File: config.mk
export PLATFORM = sky130hd
export DESIGN_NAME = nps_sqdiff
export DESIGN_NICKNAME = d
export VERILOG_FILES = /design/src/hw/rtl/nps_pkg.sv /design/src/hw/rtl/nps_sqdiff.sv
export SDC_FILE = /design/constraint.sdc
export NUM_CORES = 1
export LEC_CHECK = 0
export ABC_AREA = 0
export BUFFER_PORTS_ARGS = -buffer_cell sky130_fd_sc_hd__buf_4
export CORE_UTILIZATION = 45
export DETAILED_ROUTE_END_ITERATION = 7
export GPL_TIMING_DRIVEN = 0
export PLACE_DENSITY_LB_ADDON = 0.2
export SLEW_MARGIN = 10
export SYNTH_ARGS = -nofsm -noshare
export SYNTH_HDL_FRONTEND = slang
export SYNTH_SLANG_ARGS = --single-unit
File: constraint.sdc
create_clock -name clk -period 6.3 [get_ports clk]
set_input_delay 1.89 -clock clk [delete_from_list [all_inputs] [get_ports clk]]
set_output_delay 1.89 -clock clk [all_outputs]
set_load 0.02 [all_outputs]
File: src/hw/rtl/nps_pkg.sv
// nps_pkg: shared constants, codes and types of the nearest pivot search
// depends on nothing; imported by nps_sqdiff and nearest_pivot_search
package nps_pkg;

  localparam int DEF_MAX_PIVOTS = 64;
  localparam int DEF_MAX_DIMS   = 64;
  localparam int DEF_VALUE_BITS = 16;

  localparam int IDX_W      = 6;
  localparam int REG_W      = 7;
  localparam int REG_IDX_W  = 2;
  localparam int DIST_W     = 48;
  localparam int SQ_IN_W    = 24;

  localparam logic [DIST_W-1:0] DIST_MAX = '1;
  localparam logic [63:0]       MAG_MAX  = 64'h0000_0000_00FF_FFFF;

  localparam logic [REG_IDX_W-1:0] REG_NUM_PIVOTS = 2'd0;
  localparam logic [REG_IDX_W-1:0] REG_NUM_DIMS   = 2'd1;

  localparam logic CMD_LOAD  = 1'b0;
  localparam logic CMD_QUERY = 1'b1;

  // position of an element within the scan
  typedef struct packed {
    logic first_dim;
    logic last_dim;
    logic final_elem;
  } nps_tag_t;

endpackage

File: src/hw/rtl/nps_sqdiff.sv
// nps_sqdiff: two-stage squared difference of a query and a pivot element
// depends on nps_pkg; instantiated by nearest_pivot_search
module nps_sqdiff
  import nps_pkg::*;
#(
  parameter int VALUE_BITS = DEF_VALUE_BITS,
  parameter int PIDX_W     = 6
) (
  input  logic                         clk,
  input  logic                         rst_n,
  input  logic                         in_v,
  input  nps_tag_t                     in_tag,
  input  logic [PIDX_W-1:0]            in_pidx,
  input  logic signed [VALUE_BITS-1:0] a,
  input  logic signed [VALUE_BITS-1:0] b,
  output logic                         sq_v,
  output nps_tag_t                     sq_tag,
  output logic [PIDX_W-1:0]            sq_pidx,
  output logic [DIST_W-1:0]            sq
);

  logic signed [VALUE_BITS:0] diff;
  logic [VALUE_BITS:0]        mag;
  logic                       va_r;
  nps_tag_t                   taga_r;
  logic [PIDX_W-1:0]          pidxa_r;
  logic [VALUE_BITS:0]        maga_r;
  logic [63:0]                mag64;
  logic [SQ_IN_W-1:0]         m24;
  logic [DIST_W-1:0]          prod;
  logic                       vb_r;
  nps_tag_t                   tagb_r;
  logic [PIDX_W-1:0]          pidxb_r;
  logic [DIST_W-1:0]          sq_r;

  assign diff = (VALUE_BITS+1)'(a) - (VALUE_BITS+1)'(b);
  assign mag  = diff[VALUE_BITS] ? (VALUE_BITS+1)'(-diff) : (VALUE_BITS+1)'(diff);

  // stage a: magnitude of the difference
  always_ff @(posedge clk) begin
    if (!rst_n) begin
      va_r <= 1'b0;
    end else begin
      va_r <= in_v;
    end
    taga_r  <= in_tag;
    pidxa_r <= in_pidx;
    maga_r  <= mag;
  end

  assign mag64 = 64'(maga_r);
  assign m24   = SQ_IN_W'(mag64);
  assign prod  = m24 * m24;

  // stage b: square, saturated when the magnitude is out of range
  always_ff @(posedge clk) begin
    if (!rst_n) begin
      vb_r <= 1'b0;
    end else begin
      vb_r <= va_r;
    end
    tagb_r  <= taga_r;
    pidxb_r <= pidxa_r;
    sq_r    <= (mag64 > MAG_MAX) ? DIST_MAX : prod;
  end

  assign sq_v    = vb_r;
  assign sq_tag  = tagb_r;
  assign sq_pidx = pidxb_r;
  assign sq      = sq_r;

endmodule

==> reports/summary.txt, run 1 <==
post-detailed-placement half-perimeter wirelength - 18400 um
drt pass-1 iters - 4
Total Nets Final - 1671
most frequent cells in the layout - 306 x inv_1, 192 x fa_1, 129 x ha_1
GP Congestion - 0.880
total grt overflow - 0
Seq/Total Area, Yosys - 12.9%
FF-to-FF setup slack - 220 ps
Critical Path Start Type - flip-flop
WL final - 21700 um
first-pass GRT wire length - 37100 um
fillers - 2248
Endpoint, Worst Hold - sq_pidx[3]$_DFF_P_
endpoints failing hold - 0
HP Class - flip-flop to flip-flop
number of antenna repair diodes - 0
crit-path most repeated cell - fa_1
Die ar. - 24900 sq um
number of synthesized flops with an enable pin - 0
Crit Path Class - flip-flop to flip-flop
largest net degree at the start of global routing - 14
crit path DAT - 6350 ps
die height - 158 um
Worst R2R End - sq[27]$_DFF_P_
Final Core Density - 52.8%
Port Buffers - 86
most common cell after layout, fill and taps aside - inv_1
placed cells - 1615
Root Driver - clkbuf_16
io pins - 102
DR vias - 7675
RSZ-0062 raised after global routing - true
yosys warns - 0
CP max FO - 10
H-tree depth - 3
hold path start - pidxa_r[3]$_DFF_P_
fin crit period - 6080 ps
Die Wd - 158 um
R2R Path Start - maga_r[15]$_DFF_P_
syn avg cell area - 9.12 sq um
vias in the first global route - 7927
CTS max path bufs - 2
routed len/inst - 13.3 um
Top FF cell, synth - dfxtp_1
Row Count - 56
DR DRC count - 0
TritonCTS clock tree - yes
Final ANT Viol Nets - 0
Num CTS Buffers - 9
Yosys cell types - 45
fmax - 0.165 GHz
Worst setup EP type - flip-flop
cells after synthesis - 1196
layout cells sized above 1 - 13.3%
cts hold-fix bufs - 0
crit path cell chain - buf_2, nand2_1, fa_1, inv_1, fa_1, fa_1, fa_1, fa_1, inv_1, fa_1, inv_1, ha_1, and3_1, nor2b_1, a31oi_2, nand3_2, a31o_2, a31oi_1, xnor2_1
Clk Latency, worst-skew pair - 350 ps
post-CTS setup buffer count - 0
cells on worst reg2reg path - 19
outcome - finished clean
CTS sink cnt - 70
Initial DRC Count - 358
Worst-path clk slew - 60 ps
max_cap viols - 0
vias per cell - 4.71
Synth Cell Area - 10900 sq um
Place WS - -548 ps
Slew @ Worst Pin - 753 ps
relative slew slack - 49.5%
initial antenna violation count - 0
final setup fails - 0
slowest cell delay on critical path - 570 ps
clk_skew - 12.2 ps
ys async rst share - 0%
Layout Cells excl Fill - 1630
Final WS setup - 225 ps
Layout area overhead - 14.4%
Core Area - 23600 sq um
Yosys reg bits - 70
Critical Path Slowest Stage Cell - fa_1
Final period util - 96.4%
WHS Path Cells - 0
GR Util All Layers - 19.2%
CP required - 6580 ps
max-slew violation count - 0
Initial Utilization - 46.2%
per-layer routing:
metal | part of all wire [%] | global-route usage (%) | up-vias
met5 | 0 | 0 | -
met3 | 4.3 | 2.66 | 17
met2 | 49 | 33.8 | 143
li1 | - | - | 3808
met1 | 45 | 24.6 | 3707
met4 | 1.1 | 4.85 | 0
cell usage after synthesis, drive strengths merged, types with 6 or more instances:
library cell	count	share of area, %
inv	306	11
fa	192	35
ha	129	15
nand2	104	3.6
dfxtp	70	13
and2	54	3.1
nor2	48	1.7
xnor2	44	3.5
a21oi	43	2.0
o21ai	25	1.1
clkbuf	23	0.79
xor2	23	1.8
buf	16	1.1
a21o	15	1.0
nor2b	14	0.80
a31oi	10	0.57
nor3	10	0.56
nand3	8	0.37
or2	7	0.40
nand2b	6	0.34
layout make-up:
| class | instances | area [sq um] | area share, % |
|---|---|---|---|
| buffer | 38 | 256 | 2.06 |
| clock buffer | 9 | 225 | 1.81 |
| tap | 319 | 399 | 3.20 |
| clock inverter | 7 | 120 | 0.963 |
| timing repair buffer | 86 | 646 | 5.18 |
| inverter | 306 | 1150 | 9.21 |
| sequential | 70 | 1430 | 11.4 |
| multi-input combinational | 795 | 8260 | 66.2 |
cell families (layout without fill, tap and decap cells):
group                    count (synthesis)  after routing  synth area share (%)
buffers and inverters                  345            446                  12.4
adder cells (fa/ha/maj)                321            321                  50.1
AND/OR/NAND/NOR                        265            265                  11.8
AO/OA/AOI/OAI                          124            124                  7.21
flip-flops                              70             70                  12.9
XOR/XNOR                                67             67                  5.38
multiplexers                             3              3                 0.310
other                                    1             15                0.0344
repair_timing:
action	CTS	global route
pin swaps	0	5
gates resized for setup	31	43
endpoints found under the setup margin	12	12
flip-flops by register name (all words and copies together) (netlist names):
signal   cells
sq_tag       3
taga_r       3
pidxa_r      6
sq          33
sq_pidx      6
sq_v         1
va_r         1
maga_r      17
critical path, delay by kind of cell (launching register included):
kind | cells | cell delay, ps
AND/OR/NAND/NOR | 4 | 740
flip-flops | 1 | 440
XOR/XNOR | 1 | 140
buffers and inverters | 4 | 470
adder cells (fa/ha/maj) | 7 | 3480
AO/OA/AOI/OAI | 3 | 720
per-stage QoR:
step	area, sq um	hold slack (ps)	setup TNS [ps]
after global placement	12000	310	-4950
after detailed placement	12000	312	-4840
final	12500	325	0
after floorplan	11000	310	0
after global routing	12500	331	-11.6
after CTS	12400	327	0
worst max-delay path by stage:
| stage | from | endpoint | slack, ps | cells past startpoint |
|---|---|---|---|---|
| CTS | maga_r[12]$_DFF_P_ | sq[27]$_DFF_P_ | 2 | 19 |
| floorplan | maga_r[14]$_DFF_P_ | sq[33]$_DFF_P_ | 590 | 20 |
| global route | maga_r[8]$_DFF_P_ | sq[32]$_DFF_P_ | -9 | 22 |
| detailed placement | maga_r[9]$_DFF_P_ | sq[33]$_DFF_P_ | -550 | 23 |
| global placement | maga_r[9]$_DFF_P_ | sq[33]$_DFF_P_ | -560 | 23 |
| finish | maga_r[15]$_DFF_P_ | sq[27]$_DFF_P_ | 220 | 19 |
Power of run 1 is left out: the tool's default activity adds up to more than one toggle a clock period on the data nets, which glitch-free logic cannot reach.
==> run 2: changes to the inputs <==
--- a/config.mk
+++ b/config.mk
@@ -7,6 +7,7 @@
 export LEC_CHECK = 0
 export ABC_AREA = 0
 export BUFFER_PORTS_ARGS = -buffer_cell sky130_fd_sc_hd__buf_4
+export CORE_ASPECT_RATIO = 0.7
 export CORE_UTILIZATION = 45
 export DETAILED_ROUTE_END_ITERATION = 7
 export GPL_TIMING_DRIVEN = 0
==> reports/summary.txt, run 2 (synthesized netlist as in run 1, its figures left out) <==
outcome - finished clean
TritonCTS clock tree - yes
Worst R2R End - sq[31]$_DFF_P_
DR DRC count - 0 (unchanged)
Worst setup EP type - flip-flop
most frequent cells in the layout - 306 x inv_1, 192 x fa_1, 129 x ha_1
CP required - 6530 ps (-50 ps)
Worst-path clk slew - 60 ps (about the same)
CTS max path bufs - 2 (unchanged)
Multi-input gate area - 8300 sq um (+0.52%)
Slew @ Worst Pin - 774 ps (+20.3 ps)
family with the most delay on the worst path - adder cells
most common cell after layout, fill and taps aside - inv_1
CP max FO - 10 (unchanged)
largest net degree at the start of global routing - 13 (-1)
R2R Path Start - maga_r[14]$_DFF_P_
GR Util All Layers - 20.2% (+0.97 points)
CTS sink cnt - 70 (unchanged)
Worst path depth - 19 (unchanged)
post-CTS setup buffer count - 0 (unchanged)
initial antenna violation count - 0 (unchanged)
fmax - 0.165 GHz (about the same)
die height - 132 um (-16%)
Row Count - 47 (-16%)
vias in the first global route - 8023 (+1.2%)
crit-path most repeated cell - fa_1
register area - 1430 sq um (unchanged)
Die ar. - 24900 sq um (about the same)
io pins - 102 (unchanged)
cells on worst reg2reg path - 19 (unchanged)
routed len/inst - 14.3 um (+7.3%)
Final ANT Viol Nets - 0 (unchanged)
Final period util - 96.5% (about the same)
Final Core Density - 52.7% (-0.17 points)
CP Capture Point - sq[31]$_DFF_P_
endpoints failing hold - 0 (unchanged)
HP Class - flip-flop to flip-flop
post-detailed-placement half-perimeter wirelength - 19600 um (+6.7%)
Num CTS Buffers - 9 (unchanged)
Layout area overhead - 14.5% (about the same)
Crit path buffers/inverters - 4 (unchanged)
vias per cell - 4.73 (+0.43%)
Total Nets Final - 1671 (unchanged)
max_cap viols - 0 (unchanged)
Crit Path Class - flip-flop to flip-flop
Initial Utilization - 46.0% (-0.17 points)
Critical Path Start Type - flip-flop
crit path cell chain - clkbuf_4, nand2_1, fa_1, fa_1, inv_1, fa_1, fa_1, fa_1, inv_1, fa_1, inv_1, ha_1, and3_1, nor2b_1, a31oi_4, nand3_4, a31oi_2, o22ai_1, xor2_1
Port Buffers - 86 (unchanged)
RSZ-0062 raised after global routing - true
crit path from - maga_r[14]$_DFF_P_
GP Congestion - 0.877 (-0.33%)
clk_skew - 11.1 ps (-1.12 ps)
total grt overflow - 0 (unchanged)
Initial DRC Count - 416 (+16%)
Clk Latency, worst-skew pair - 350 ps (about the same)
Root Driver - clkbuf_16
WL final - 23200 um (+7.2%)
relative slew slack - 48.2% (-1.4 points)
flip-flop count of the largest register after layout - 33 (unchanged)
DR vias - 7703 (+0.36%)
drt pass-1 iters - 5 (+1)
number of antenna repair diodes - 0 (unchanged)
final setup fails - 0 (unchanged)
FF-to-FF setup slack - 220 ps (about the same)
fillers - 2223 (-1.1%)
Die Wd - 188 um (+19%)
max-slew violation count - 0 (unchanged)
fin crit period - 6080 ps (+1.69 ps)
H-tree depth - 3 (unchanged)
first-pass GRT wire length - 39900 um (+7.5%)
crit path DAT - 6310 ps (-40 ps)
Core Area - 23700 sq um (+0.37%)
layout cells sized above 1 - 13.4% (+0.15 points)
slowest cell delay on critical path - 580 ps (about the same)
Critical Path Slowest Stage Cell - fa_1
[run 2: cell count changes in the layout (fill, tap and decap cells not counted), sizes merged]
cell	previous run	this run
inv	307	306
bufinv	3	1
clkinv	2	4
buf	111	112
[run 2: area by class of cell]
class,count,area share (%)
Clock buffer,10,1.91
Inverter,306,9.20
Clock inverter,6,0.491
Tap cell,318,3.19
Timing Repair Buffer,86,5.17
Sequential cell,70,11.4
Buffer,38,2.13
Multi-Input combinational cell,795,66.5
[run 2: repair_timing]
item / 4_1_cts / 5_1_grt
pin swaps: 1 / 2
resized for setup: 36 / 50
endpoints found under the setup margin: 13 / 12
hold buffers: 0 / 0
hold endpoints to repair: 0 / 0
[run 2: worst register-to-register path, cell delays in order, from the launching register on]
cell	delay [ps]
dfxtp_2	430
clkbuf_4	280
nand2_1	110
fa_1	540
fa_1	580
inv_1	70
fa_1	520
fa_1	450
fa_1	540
inv_1	50
fa_1	520
inv_1	40
ha_1	360
and3_1	300
nor2b_1	190
a31oi_4	220
nand3_4	170
a31oi_2	310
o22ai_1	130
xor2_1	150
[run 2: metal layers]
layer | routed length [um] | GRT usage [%] | up-vias
li1 | - | - | 3807
met1 | 11800 | 30.1 | 3687
met2 | 9710 | 29.8 | 192
met3 | 1450 | 4.45 | 17
met4 | 251 | 4.02 | 0
met5 | 0 | 0 | -
[run 2: metrics by stage]
step                      instance area [sq um]  std cells  hold slack (ps)  setup slack [ps]  TNS (ps)
after floorplan                           11000       1210              310               592         0
after global placement                    12000       1614              310              -623     -5640
after detailed placement                  12000       1614              313              -685     -5890
after CTS                                 12400       1629              327              24.4         0
after global routing                      12500       1629              330             -31.6     -44.4
final                                     12500       1629              324               223         0
[run 2: how the worst min path moves through the flow]
stage                       start                 end  slack, ps  cells after the start
2_1_floorplan  pidxa_r[0]$_DFF_P_  sq_pidx[0]$_DFF_P_        310                      0
3_3_place_gp   pidxa_r[1]$_DFF_P_  sq_pidx[1]$_DFF_P_        310                      0
3_5_place_dp    taga_r[1]$_DFF_P_   sq_tag[1]$_DFF_P_        310                      0
4_1_cts         taga_r[1]$_DFF_P_   sq_tag[1]$_DFF_P_        330                      0
5_1_grt        pidxa_r[3]$_DFF_P_  sq_pidx[3]$_DFF_P_        330                      0
6_report        taga_r[1]$_DFF_P_   sq_tag[1]$_DFF_P_        320                      0
Power of run 2 is left out for the same reason.
==> run 3: changes to the inputs <==
--- a/config.mk
+++ b/config.mk
@@ -5,7 +5,7 @@
 export SDC_FILE = /design/constraint.sdc
 export NUM_CORES = 1
 export LEC_CHECK = 0
-export ABC_AREA = 0
+export ABC_AREA = 1
 export BUFFER_PORTS_ARGS = -buffer_cell sky130_fd_sc_hd__buf_4
 export CORE_ASPECT_RATIO = 0.7
 export CORE_UTILIZATION = 45
==> reports/summary.txt, run 3 <==
number of synthesized flops with an enable pin - 0 (unchanged)
Setup TNS - 0 ps (unchanged)
post-detailed-placement half-perimeter wirelength - 23300 um (+19%)
Critical Path Slowest Stage Cell - fa_1
Layout Cells excl Fill - 1912 (+17%)
Root Driver - clkbuf_16
most common cell after layout, fill and taps aside - inv_1
fillers - 2437 (+9.6%)
total grt overflow - 0 (unchanged)
relative slew slack - 63.0% (+15 points)
Clk Latency, worst-skew pair - 350 ps (about the same)
Multi-input gate area - 8540 sq um (+3.0%)
max-slew violation count - 0 (unchanged)
cells after synthesis - 1474 (+23%)
Row Count - 49 (+4.3%)
vias in the first global route - 8849 (+10%)
fin crit period - 6140 ps (+67.7 ps)
initial antenna violation count - 0 (unchanged)
outcome - finished clean
Hold Slack - 319 ps (-5.23 ps)
Crit Path Class - flip-flop to flip-flop
crit path DAT - 6420 ps (+110 ps)
family with the most delay on the worst path - adder cells
syn avg cell area - 7.95 sq um (-13%)
WL final - 27000 um (+16%)
routed len/inst - 14.1 um (-1.1%)
Yosys cell types - 45 (unchanged)
register area - 1410 sq um (-0.97%)
GR Util All Layers - 21.5% (+1.4 points)
Core Area - 25600 sq um (+8.1%)
Slew @ Worst Pin - 555 ps (-218 ps)
GP Congestion - 0.910 (+3.7%)
Critical Path Start Type - flip-flop
yosys warns - 0 (unchanged)
slowest cell delay on critical path - 650 ps (+70 ps)
Seq/Total Area, Yosys - 12.0% (-0.90 points)
endpoints failing hold - 0 (unchanged)
Initial Utilization - 45.7% (-0.27 points)
Synth Cell Area - 11700 sq um (+7.5%)
DR DRC count - 0 (unchanged)
most frequent cells in the layout - 417 x inv_1, 318 x nand2_1, 192 x fa_1
final setup fails - 0 (unchanged)
Final period util - 97.5% (+1.1 points)
Total Nets Final - 1941 (+16%)
Port Buffers - 86 (unchanged)
Initial DRC Count - 556 (+34%)
HP Class - flip-flop to flip-flop
Die ar. - 26700 sq um (+7.4%)
FF-to-FF setup slack - 160 ps (-70 ps)
CP required - 6570 ps (+40 ps)
Die Wd - 195 um (+3.6%)
Worst setup EP type - flip-flop
max_cap viols - 0 (unchanged)
largest net degree at the start of global routing - 13 (unchanged)
crit path cell chain - clkbuf_4, clkbuf_4, nand2_1, fa_1, inv_1, fa_1, inv_1, fa_1, inv_1, fa_1, fa_1, inv_1, fa_1, inv_1, ha_1, nand2_1, inv_1, nand3_1, nor3_2, nand4_1, nand3_1, nand2_1, nand3_1, xor2_1
Yosys reg bits - 70 (unchanged)
placed cells - 1905 (+18%)
Worst-path clk slew - 70 ps (about the same)
clk_skew - 13.0 ps (+1.88 ps)
io pins - 102 (unchanged)
Num CTS Buffers - 9 (unchanged)
top cell type's share of synthesized area - 32.8% (-2.5 points)
die height - 137 um (+3.6%)
H-tree depth - 3 (unchanged)
CTS max path bufs - 2 (unchanged)
Yosys top cell by area - fa_1
fmax - 0.163 GHz (-1.1%)
count leader, synth - inv_1
flip-flop count of the largest register after layout - 33 (unchanged)
Synth top cells by count - 417 x inv_1, 318 x nand2_1, 192 x fa_1
RSZ-0062 raised after global routing - true
first-pass GRT wire length - 44700 um (+12%)
Top FF cell, synth - dfxtp_1
largest cells by area after synthesis - fa_1 33%, ha_1 14%, inv_1 13%, dfxtp_1 12%, nand2_1 10%
TritonCTS clock tree - yes
CTS sink cnt - 70 (unchanged)
Layout area overhead - 12.6%
Final ANT Viol Nets - 0 (unchanged)
drt pass-1 iters - 6 (+1)
post-CTS setup buffer count - 0 (unchanged)
CP max FO - 10 (unchanged)
ys async rst share - 0% (unchanged)
DR vias - 9035 (+17%)
number of antenna repair diodes - 0 (unchanged)
vias per cell - 4.73 (about the same)
layout cells sized above 1 - 12.7% (-0.71 points)
Crit path buffers/inverters - 8 (+4)
-- run 3: changes by cell type in the layout (fill, tap and decap cells not counted), moves of 8 or more --
cell,before,now
nor2_2,0,9
nand3_1,7,28
nand2_2,0,11
nand2_1,104,318
clkbuf_2,1,12
and2_1,54,2
a21o_1,15,4
nor2b_1,13,0
buf_4,109,101
xnor2_1,44,15
a21oi_1,41,50
inv_1,306,417
a31oi_1,8,0
-- run 3: worst paths after layout --
| path | start | to | cells after the start |
|---|---|---|---|
| worst min register to register | pidxa_r[3]$_DFF_P_ | sq_pidx[3]$_DFF_P_ | 0 |
| worst min-delay path | pidxa_r[3]$_DFF_P_ | sq_pidx[3]$_DFF_P_ | 0 |
| worst max register to register | maga_r[7]$_DFF_P_ | sq[30]$_DFF_P_ | 24 |
| worst max-delay path | maga_r[7]$_DFF_P_ | sq[30]$_DFF_P_ | 24 |
-- run 3: cells by family after synthesis --
group                      synth area share, %
other                                   0.0320
and+or+nand+nor                           17.4
adders and majority gates                 46.6
buffers and inverters                     15.7
DFF                                       12.0
xor gates and xnor gates                  3.78
AOI/OAI and AO/OA                         4.56
-- run 3: final cells by class --
type,instances,share of cell area (%)
Sequential cell,70,10.7
Buffer,41,2.11
Inverter,422,12.0
Clock inverter,5,0.616
Tap cell,331,3.14
Timing Repair Buffer,86,4.89
Multi-Input combinational cell,946,64.7
Clock buffer,11,1.84
-- run 3: per-layer routing --
| metal | global-route usage [%] | up-vias | part of all wire [%] |
|---|---|---|---|
| met2 | 33.4 | 259 | 43 |
| met4 | 4.24 | 0 | 1.1 |
| met3 | 3.97 | 22 | 6.6 |
| met1 | 31.3 | 4278 | 49 |
| met5 | 0 | - | 0 |
| li1 | - | 4476 | - |
-- run 3: what timing repair did --
| item | in CTS | in global routing |
|---|---|---|
| hold buffers | 0 | 0 |
| endpoints found under the setup margin | 16 | 11 |
| resized for setup | 29 | 26 |
-- run 3: through the flow --
step / setup WS [ps] / util [%] / instance area, sq um
5_1_grt: -11.8 / 51.5 / 13200
3_3_place_gp: -654 / 50.1 / 12800
4_1_cts: 16.7 / 51.4 / 13200
3_5_place_dp: -590 / 50.1 / 12800
2_1_floorplan: 721 / - / 11800
6_report: 156 / 51.5 / 13200
Power of run 3 is left out for the same reason.
